<file path="config.mk">
export PLATFORM = sky130hd
export DESIGN_NAME = nonpreemptive_priority_scheduler
export DESIGN_NICKNAME = d
export VERILOG_FILES = /design/src/design/nps_pkg.sv /design/src/design/nps_ram.sv /design/src/design/nps_scan.sv /design/src/design/nonpreemptive_priority_scheduler.sv
export SDC_FILE = /design/constraint.sdc
export NUM_CORES = 1
export LEC_CHECK = 0
export BUFFER_PORTS_ARGS = -buffer_cell sky130_fd_sc_hd__buf_2
export CAP_MARGIN = 20
export CORE_UTILIZATION = 30
export CTS_CLUSTER_DIAMETER = 30
export DETAILED_ROUTE_END_ITERATION = 6
export PLACE_DENSITY_LB_ADDON = 0.1
export SLEW_MARGIN = 40
export SYNTH_ARGS = -nofsm -noshare
export SYNTH_HDL_FRONTEND = slang
export SYNTH_SLANG_ARGS = --single-unit
</file>
<file path="constraint.sdc">
create_clock -name clk -period 11.45 [get_ports clk]
set_input_delay 1.7175 -clock clk [delete_from_list [all_inputs] [get_ports clk]]
set_output_delay 1.7175 -clock clk [all_outputs]
set_load 0.02 [all_outputs]
</file>
<file path="src/design/nps_pkg.sv">
`default_nettype none

package nps_pkg;

  localparam int MAX_PROCS_DEF = 16;
  localparam int ARR_W = 16;
  localparam int BURST_W = 16;
  localparam int PRIO_W = 8;
  localparam int TIME_W = 21;
  localparam int SUM_W = 25;
  localparam int INDEX_W = 4;

  localparam logic [TIME_W-1:0] TIME_MAX = {TIME_W{1'b1}};
  localparam logic [SUM_W-1:0] SUM_MAX = {SUM_W{1'b1}};

  typedef struct packed {
    logic [ARR_W-1:0]   arrival;
    logic [BURST_W-1:0] burst;
    logic [PRIO_W-1:0]  prio;
  } job_t;

  typedef struct packed {
    logic clear;
    logic valid;
    logic done;
  } scan_ctl_t;

  typedef struct packed {
    logic               found;
    logic [ARR_W-1:0]   arrival;
    logic [BURST_W-1:0] burst;
    logic [ARR_W-1:0]   earliest;
  } scan_res_t;

  typedef enum logic [2:0] {
    ST_LOAD,
    ST_SCAN,
    ST_DECIDE,
    ST_CALC1,
    ST_CALC2,
    ST_EMIT
  } state_t;

endpackage

`default_nettype wire

</file>
<file path="src/design/nps_ram.sv">
`default_nettype none

module nps_ram #(
  parameter int WIDTH = 8,
  parameter int DEPTH = 16,
  localparam int AW = (DEPTH > 1) ? $clog2(DEPTH) : 1
) (
  input  wire logic             clk,
  input  wire logic             we,
  input  wire logic [AW-1:0]    waddr,
  input  wire logic [WIDTH-1:0] wdata,
  input  wire logic [AW-1:0]    raddr,
  output logic      [WIDTH-1:0] rdata
);

  logic [WIDTH-1:0] mem [DEPTH];

  always_ff @(posedge clk) begin
    if (we) begin
      mem[waddr] <= wdata;
    end
    rdata <= mem[raddr];
  end

endmodule

`default_nettype wire

</file>
<file path="src/design/nps_scan.sv">
`default_nettype none

module nps_scan #(
  parameter int MAX_PROCS = nps_pkg::MAX_PROCS_DEF,
  localparam int IW = (MAX_PROCS > 1) ? $clog2(MAX_PROCS) : 1
) (
  input  wire logic                      clk,
  input  wire nps_pkg::scan_ctl_t        ctl,
  input  wire logic [IW-1:0]             idx,
  input  wire nps_pkg::job_t             job,
  input  wire logic [nps_pkg::TIME_W-1:0] cur_time,
  output nps_pkg::scan_res_t             res,
  output logic      [IW-1:0]             pick
);

  import nps_pkg::*;

  logic              any;
  logic [PRIO_W-1:0] best;
  logic              eligible;
  logic              take;
  logic              earlier;

  // The first job with the smallest priority value wins, so only a strictly
  // smaller value replaces the current choice.
  always_comb begin
    eligible = !ctl.done && ({{(TIME_W - ARR_W){1'b0}}, job.arrival} <= cur_time);
    take = ctl.valid && eligible && (!res.found || (job.prio < best));
    earlier = ctl.valid && !ctl.done && (!any || (job.arrival < res.earliest));
  end

  always_ff @(posedge clk) begin
    if (ctl.clear) begin
      res.found <= 1'b0;
      any <= 1'b0;
    end else begin
      if (take) begin
        res.found <= 1'b1;
        best <= job.prio;
        pick <= idx;
        res.arrival <= job.arrival;
        res.burst <= job.burst;
      end
      if (earlier) begin
        any <= 1'b1;
        res.earliest <= job.arrival;
      end
    end
  end

endmodule

`default_nettype wire

</file>
<file path="src/design/nonpreemptive_priority_scheduler.sv">
`default_nettype none

// Non-preemptive priority scheduler. Jobs are taken one per cycle while
// in ST_LOAD and kept in a job RAM of MAX_PROCS entries; jobs beyond that
// are dropped. The job flagged last_process starts a run that holds
// job_stall high until every stored job has been reported. Each pick is a
// scan over the n stored jobs through the RAM's single read port, then a
// decision in ST_DECIDE; when nothing has arrived yet the clock jumps to
// the earliest pending arrival and the scan repeats once. A picked job then
// passes through the arithmetic states ST_CALC1 and ST_CALC2 before its
// result is registered from ST_EMIT once the result channel is free. Results
// are requests on the result channel, one per job in completion order, with
// last_result set on the final one; the next batch may be loaded while that result waits.
module nonpreemptive_priority_scheduler #(
  parameter int MAX_PROCS = nps_pkg::MAX_PROCS_DEF
) (
  input  wire logic                        clk,
  input  wire logic                        rst,
  input  wire logic                        job_valid,
  output logic                             job_stall,
  input  wire logic [nps_pkg::ARR_W-1:0]   arrival_time,
  input  wire logic [nps_pkg::BURST_W-1:0] burst_time,
  input  wire logic [nps_pkg::PRIO_W-1:0]  priority_level,
  input  wire logic                        last_process,
  output logic                             result_valid,
  input  wire logic                        result_stall,
  output logic [nps_pkg::INDEX_W-1:0]      proc_index,
  output logic [nps_pkg::TIME_W-1:0]       start_time,
  output logic [nps_pkg::TIME_W-1:0]       completion_time,
  output logic [nps_pkg::TIME_W-1:0]       wait_time,
  output logic [nps_pkg::TIME_W-1:0]       turnaround_time,
  output logic [nps_pkg::SUM_W-1:0]        total_wait,
  output logic [nps_pkg::SUM_W-1:0]        total_turnaround,
  output logic                             last_result
);

  import nps_pkg::*;

  localparam int IW = (MAX_PROCS > 1) ? $clog2(MAX_PROCS) : 1;
  localparam int CW = $clog2(MAX_PROCS + 1);
  localparam logic [CW-1:0] CAP = CW'(MAX_PROCS);

  state_t state;
  state_t state_next;

  logic [CW-1:0]        count;
  logic [CW-1:0]        finished;
  logic [CW-1:0]        scan_cnt;
  logic [MAX_PROCS-1:0] done;
  logic [TIME_W-1:0]    cur_time;
  logic [SUM_W-1:0]     wait_sum;
  logic [SUM_W-1:0]     tat_sum;
  logic                 rd_valid;
  logic [IW-1:0]        rd_idx;
  logic [TIME_W-1:0]    wait_r;
  logic [TIME_W-1:0]    comp_r;
  logic [TIME_W-1:0]    tat_r;

  job_t      wr_job;
  job_t      rd_job;
  scan_ctl_t scan_ctl;
  scan_res_t scan_res;
  logic [IW-1:0] pick;

  logic job_accept;
  logic store;
  logic emit;
  logic run_end;
  logic out_free;

  logic [TIME_W:0]  comp_sum;
  logic [TIME_W:0]  tat_full;
  logic [SUM_W:0]   wsum_full;
  logic [SUM_W:0]   tsum_full;

  assign wr_job = '{arrival: arrival_time, burst: burst_time, prio: priority_level};

  nps_ram #(
    .WIDTH($bits(job_t)),
    .DEPTH(MAX_PROCS)
  ) u_job_ram (
    .clk  (clk),
    .we   (store),
    .waddr(count[IW-1:0]),
    .wdata(wr_job),
    .raddr(scan_cnt[IW-1:0]),
    .rdata(rd_job)
  );

  assign scan_ctl = '{
    clear: (state == ST_SCAN) && (scan_cnt == '0),
    valid: rd_valid,
    done:  done[rd_idx]
  };

  nps_scan #(
    .MAX_PROCS(MAX_PROCS)
  ) u_scan (
    .clk     (clk),
    .ctl     (scan_ctl),
    .idx     (rd_idx),
    .job     (rd_job),
    .cur_time(cur_time),
    .res     (scan_res),
    .pick    (pick)
  );

  always_comb begin
    comp_sum = {1'b0, cur_time} + (TIME_W + 1)'(scan_res.burst);
    tat_full = {1'b0, wait_r} + (TIME_W + 1)'(scan_res.burst);
    wsum_full = {1'b0, wait_sum} + (SUM_W + 1)'(wait_r);
    tsum_full = {1'b0, tat_sum} + (SUM_W + 1)'(tat_r);
  end

  always_ff @(posedge clk) begin
    if (rst) begin
      state <= ST_LOAD;
    end else begin
      state <= state_next;
    end
  end

  always_comb begin
    state_next = state;
    job_stall = 1'b1;
    job_accept = 1'b0;
    store = 1'b0;
    emit = 1'b0;
    run_end = 1'b0;
    out_free = !result_valid || !result_stall;
    case (state)
      ST_LOAD: begin
        job_stall = 1'b0;
        job_accept = job_valid;
        store = job_valid && (count < CAP);
        if (job_valid && last_process) begin
          state_next = ST_SCAN;
        end
      end
      ST_SCAN: begin
        if ((scan_cnt == count) && !rd_valid) begin
          state_next = ST_DECIDE;
        end
      end
      ST_DECIDE: begin
        state_next = scan_res.found ? ST_CALC1 : ST_SCAN;
      end
      ST_CALC1: begin
        state_next = ST_CALC2;
      end
      ST_CALC2: begin
        state_next = ST_EMIT;
      end
      ST_EMIT: begin
        if (out_free) begin
          emit = 1'b1;
          run_end = (finished + 1'b1) == count;
          state_next = run_end ? ST_LOAD : ST_SCAN;
        end
      end
      default: begin
        state_next = ST_LOAD;
      end
    endcase
  end

  always_ff @(posedge clk) begin
    if (rst) begin
      count <= '0;
      finished <= '0;
      scan_cnt <= '0;
      done <= '0;
      cur_time <= '0;
      wait_sum <= '0;
      tat_sum <= '0;
      rd_valid <= 1'b0;
      result_valid <= 1'b0;
    end else begin
      rd_valid <= (state == ST_SCAN) && (scan_cnt < count);
      rd_idx <= scan_cnt[IW-1:0];
      if (store) begin
        count <= count + 1'b1;
      end
      if (job_accept && last_process) begin
        scan_cnt <= '0;
        finished <= '0;
        cur_time <= '0;
      end
      if ((state == ST_SCAN) && (scan_cnt < count)) begin
        scan_cnt <= scan_cnt + 1'b1;
      end
      if ((state == ST_DECIDE) && !scan_res.found) begin
        cur_time <= TIME_W'(scan_res.earliest);
        scan_cnt <= '0;
      end
      if (state == ST_CALC1) begin
        wait_r <= cur_time - TIME_W'(scan_res.arrival);
        comp_r <= comp_sum[TIME_W] ? TIME_MAX : comp_sum[TIME_W-1:0];
      end
      if (state == ST_CALC2) begin
        tat_r <= tat_full[TIME_W] ? TIME_MAX : tat_full[TIME_W-1:0];
      end
      if (result_valid && !result_stall) begin
        result_valid <= 1'b0;
      end
      if (emit) begin
        result_valid <= 1'b1;
        proc_index <= INDEX_W'(pick);
        start_time <= cur_time;
        completion_time <= comp_r;
        wait_time <= wait_r;
        turnaround_time <= tat_r;
        total_wait <= wsum_full[SUM_W] ? SUM_MAX : wsum_full[SUM_W-1:0];
        total_turnaround <= tsum_full[SUM_W] ? SUM_MAX : tsum_full[SUM_W-1:0];
        last_result <= run_end;
        scan_cnt <= '0;
        if (run_end) begin
          count <= '0;
          finished <= '0;
          done <= '0;
          cur_time <= '0;
          wait_sum <= '0;
          tat_sum <= '0;
        end else begin
          finished <= finished + 1'b1;
          done[pick] <= 1'b1;
          cur_time <= comp_r;
          wait_sum <= wsum_full[SUM_W] ? SUM_MAX : wsum_full[SUM_W-1:0];
          tat_sum <= tsum_full[SUM_W] ? SUM_MAX : tsum_full[SUM_W-1:0];
        end
      end
    end
  end

endmodule

`default_nettype wire

</file>
# After elaboration in Yosys (flattened, before gate mapping)
# Memories as Yosys holds them, arrays and structs flattened. A register that Yosys moved wholly into a read port is not among the register bits.
# Cells that the tools add are included.
# word_totals
ff_bits,375
latchBits,0
ramBits,640
mem_bits_ro,0
inputBits,45
out_inout_bits,141
wordCells,132
n_memories,1
# mem_list
name,words,word_bits,read_ports,rd_clocked_by_memory_dff,wr,line_no,rtl
u_job_ram.mem,16,40,1,1,1,nps_ram.sv:16,logic [WIDTH-1:0] mem [DEPTH];
# op_classes
add_sub_neg,8
mul,0
div_mod_pow,0
n_lt_le_gt_ge,8
n_eq_ne,10
shifts,0
mux,37
bitwise_logic,3
n_reduce_logical,36
# op_table
cell,count
$mux 25,4
$mux 21,4
$add 25x21->26,2
$add 21x16->22,2
$mux 5,7
$le 16x21->1,1
$sub 21x16->21,1
$pmux 3 s6,1
$lt 16x16->1,1
$mux 16,1
$or 16x16->16,1
$add 5x1->5 const B,3
$logic_and 1x1->1,14
$mux 1,14
$eq 5x5->1,2
$lt 4x5->1 const B,2
$reduce_and 2->1,5
$mux 3,3
$lt 8x8->1,1
$eq 3x2->1 const B,2
$eq 3x3->1 const B,2
$logic_not 1->1,6
$reduce_bool 2->1,3
$logic_not 5->1,1
other kinds (15),19

# Longest topological paths before layout
# depth
word_depth,7
ltp_mapped,12
ltp_nobuf,12

# Hierarchy
# From an unflattened synthesis, not the netlist that was laid out.
# hier_totals
hier_cells,2633
hier_area_um2,43575.5
# modules_own_cells
module,n_inst,cells_each,area_per_inst_um2,seq_area_each_um2
nps_ram,1,1040,25131.6,20019.2
nonpreemptive_priority_scheduler,1,1393,15590.0,8328.0
nps_scan,1,200,2854.0,1841.8

# Least setup slack after synthesis
# Ideal clock, no wire load.
# synth_timing
path_type,input to register
from,input result_stall
to,register done[11]
setup_time_ns,0.065
t_arrival_ns,9.279
required_time_ns,11.385
slack_ns,2.106
stages,7
n_path_buf,0
cell_sequence,nand2_1 > nand3_1 > nor2_1 > nand2b_1 > nor3b_1 > a31oi_1 > nor2_1
# synth_via
elab_chain_cells,5
word_cells_on_any_way,7
classes_between,mux: 5; reduce/logical: 2
# synth_lines
element,line_no,rtl
from (decl),nonpreemptive_priority_scheduler.sv:26,"input wire logic result_stall,"
$logic_not 1->1 (*),nonpreemptive_priority_scheduler.sv:130,out_free = !result_valid || !result_stall;
$logic_or 1x1->1 (*),nonpreemptive_priority_scheduler.sv:130,
$mux 1,nonpreemptive_priority_scheduler.sv:155,if (out_free) begin
$mux 1,nonpreemptive_priority_scheduler.sv:131,case (state)
$mux 16,nonpreemptive_priority_scheduler.sv:217,if (run_end) begin
to (signal assigned),nonpreemptive_priority_scheduler.sv:172,done <= '0;
to (signal assigned),nonpreemptive_priority_scheduler.sv:220,done <= '0;
"to (signal, indexed assignment)",nonpreemptive_priority_scheduler.sv:226,done[pick] <= 1'b1;
to (decl),nonpreemptive_priority_scheduler.sv:49,logic [MAX_PROCS-1:0] done;
# Mark *: on every way between the ends. The rest lies on a longest branch, timed or not.
# A chain may end at the register's enable or synchronous reset.

# Worst setup path in the final report
# layout_timing
from,register u_scan.res[17] (netlist name)
to,register comp_r[18] (data pin)
# layout_via
elab_chain_cells,1
# layout_lines
element,line_no,rtl
from (decl),nps_scan.sv:12,"output nps_pkg::scan_res_t res,"
$add 21x16->22,nonpreemptive_priority_scheduler.sv:109,"comp_sum = {1'b0, cur_time} + (TIME_W + 1)'(scan_res.burst);"
to (signal assigned),nonpreemptive_priority_scheduler.sv:198,comp_r <= comp_sum[TIME_W] ? TIME_MAX : comp_sum[TIME_W-1:0];
to (decl),nonpreemptive_priority_scheduler.sv:56,logic [TIME_W-1:0] comp_r;
# No other way between the ends.

==> impl_metrics.json <==
{
  "synth_common_cells": "edfxtp_1 (906), mux4_2 (204), dfxtp_1 (149), ha_1 (140), nor2_1 (128)",
  "clkSinkCount": 1055,
  "synth-seq-area-share_pct": 70.2,
  "avgSynthCellArea_sq_um": 17.1,
  "dp_cells": 4541,
  "p_sw_share_pct": 22.5,
  "holdCritPathClass": "reg -> reg",
  "grt_max_degree": 78,
  "fp-row-count": 138,
  "coreArea_sq_um": 142000,
  "synth_ff_type": "edfxtp_1",
  "synthToLayoutAreaGrowth_pct": 29.8,
  "fin_skew_ps": 63.7,
  "drt-total-wl_um": 113000,
  "final_antenna_net_count": 0,
  "grt-ovfl-total": 0,
  "start_util_pct": 30.3,
  "fillCellCount": 13000,
  "yosys-top-cells-area": "edfxtp_1 (63%), mux4_2 (11%), dfxtp_1 (6.9%), ha_1 (4.1%), nor2_1 (1.1%)",
  "grt_pass1_wl_um": 167000,
  "finalNonFillerCells": 5040,
  "crit_arrival_ps": 4630,
  "fin_crit_sh_pct": 35.5,
  "cts_resized": 0,
  "slew_viol_final": 0,
  "synth-edff-count": 906,
  "syn_area_sq_um": 43000,
  "synth.mux.area_fraction_pct": 11.0,
  "synthAdderAreaFrac_pct": 4.31,
  "first_global_vias": 25900,
  "crit_path_end_kind": "flip-flop",
  "place.port_buffers": 185,
  "rsz0062_at_grt": "no",
  "synth_compound_area_share_pct": 6.33,
  "clkPwrFrac_pct": 57.5,
  "fmax_ghz": 0.246,
  "gp_congestion": 0.823,
  "max-slew-margin-rel_pct": 43.0,
  "worst_ep_required_time_ps": 12010,
  "initialDrtViolationCount": 1537,
  "yosys_warnings": 0,
  "regArea_sq_um": 30200,
  "avgRoutedWirePerCell_um": 22.5,
  "synth_top_family_by_area": "multiplexers",
  "p_sw_mw": 2.94,
  "fp.dieW_um": 381,
  "die-area_sq_um": 145000,
  "setup_viol": 0,
  "syn_nets": 2702,
  "antenna_found_initial": 20,
  "yosys_register_bits": 1055,
  "whs_ps": 404,
  "internal_power_mw": 10.1,
  "synth_area_leader_cell": "edfxtp_1",
  "chipHeight_um": 381,
  "cts_made_buffers": 286,
  "setup_tns_ps": 0,
  "pwr-share-comb_pct": 7.6,
  "clk_latency_ps": 850,
  "yosysMostFrequentCell": "edfxtp_1",
  "critPathLaunchType": "flip-flop",
  "place_hpwl_um": 67700,
  "cts_buffer_depth": 4,
  "clk_pin_slew_worst_paths_ps": 40,
  "drive_above_1_share_pct": 29.2,
  "tightest_slew_ps": 853,
  "synth_top_area_share_pct": 63.3,
  "power_mw": 13.1,
  "crit_type": "reg -> reg",
  "synthSimpleGateAreaFrac_pct": 4.99,
  "cts_tree": "yes",
  "period_minus_slack_ps": 4060,
  "holdBufCountCts": 0,
  "hold_violations": 0,
  "cp_max_fo": 18,
  "final_nets": 3131,
  "cts_setup_buffers": 0,
  "multi_input_area_sq_um": 12300,
  "vias": 24100,
  "postSynthCellCount": 2512,
  "io_pins": 186,
  "async_reset_ff_share_pct": 0,
  "p_per_area_nw_per_um2": 235,
  "synth_cell_types": 78,
  "drc": 0,
  "worst_ir_drop_vdd_mv": 0.150,
  "p_seq_share_pct": 35.0,
  "drt-pass1-iter-count": 7,
  "drv_cap": 0,
  "synth_xor_area_share_pct": 1.55,
  "root_buffer": "clkbuf_16",
  "status": "finished, final reports clean",
  "groute.usage.overall_pct": 15.7,
  "htreeDepth": 5,
  "leakage_nw": 19.7,
  "viasPerCell": 4.78
}
-- layer usage --
layer  track usage [%]  wire length, um  vias up
met5                 0               94        -
met1              19.1            48300    12200
met4              6.56             3440       14
met2              26.4            56400      630
met3              3.80             5180      260
li1                  -                -    10900
-- worst max-delay path: stages, from the launching register on --
cell and delay (ps):
edfxtp_1 430, ha_1 300, a21o_1 160, a21oi_1 230
o21ai_0 300, o221ai_1 530, a31oi_1 220, o41ai_1 530
or3_1 670, nand2_1 110, mux2_2 290
-- power groups by stage --
stage | registers (mW) | logic [mW] | clock network [mW]
2_1_floorplan | 4.58 | 0.687 | 0
3_3_place_gp | 4.64 | 0.983 | 0
3_5_place_dp | 4.65 | 1.01 | 0
4_1_cts | 4.58 | 1.01 | 7.68
5_1_grt | 4.60 | 1.10 | 7.88
6_report | 4.58 | 0.993 | 7.52
-- worst paths after layout --
kind,startpoint,to,slack [ps],depth (start not counted)
worst max-delay path,u_scan.res[17]$_DFFE_PP_,comp_r[18]$_SDFFCE_PP1P_,7390,10
worst min-delay path,u_job_ram.rdata[19]$_DFF_P_,u_scan.res[27]$_DFFE_PP_,400,0
worst max register to register,u_scan.res[17]$_DFFE_PP_,comp_r[18]$_SDFFCE_PP1P_,7390,10
worst min register to register,u_job_ram.rdata[19]$_DFF_P_,u_scan.res[27]$_DFFE_PP_,400,0
-- flip-flops by register name (all words and copies together), names as in the netlist, 25 cells and up --
signal	flops
u_scan.res	49
wait_sum	25
total_turnaround	25
tat_sum	25
u_job_ram.rdata	40
u_job_ram.mem	640
total_wait	25
-- placed cells by master (no fill, tap or decap), types with 30 or more instances in the layout --
cell / Yosys / final
clkbuf_1: 60 / 43
a21oi_1: 92 / 92
nor2_1: 128 / 112
dfxtp_1: 149 / 145
mux4_2: 204 / 204
clkinv_2: 0 / 39
inv_1: 96 / 96
a22o_1: 48 / 48
buf_2: 4 / 185
edfxtp_1: 906 / 906
ha_1: 140 / 140
o21ai_0: 75 / 74
nand2_1: 124 / 124
clkbuf_16: 0 / 290
a21o_1: 40 / 40
xnor2_1: 39 / 39
clkinv_1: 0 / 35
xor2_1: 37 / 37
bufinv_16: 0 / 30
-- cells by family after synthesis --
logic type                 count (synthesis)
AOI/OAI and AO/OA                        393
buffers and inverters                    179
and+or+nand+nor                          447
muxes                                    217
adders and majority gates                145
xor gates and xnor gates                  76
DFF                                     1055
-- per-stage QoR --
| step | utilization, % | area [sq um] | setup WS [ps] |
|---|---|---|---|
| floorplan | - | 43000 | 2110 |
| global placement | 32.7 | 46400 | 6810 |
| detailed placement | 32.8 | 46600 | 6670 |
| CTS | 39.3 | 55700 | 7370 |
| global route | 39.3 | 55800 | 7140 |
| finish | 39.3 | 55800 | 7390 |
-- cell type report --
| type | instances | share of cell area (%) |
|---|---|---|
| Sequential cell | 1055 | 54.1 |
| Multi-Input combinational cell | 1278 | 22.0 |
| Clock buffer | 341 | 13.5 |
| Tap cell | 1890 | 4.24 |
| Clock inverter | 155 | 2.95 |
| Timing Repair Buffer | 224 | 2.52 |
| Inverter | 96 | 0.646 |
| Antenna cell | 1 | 0.00448 |
(Power assumes the default switching activity.)
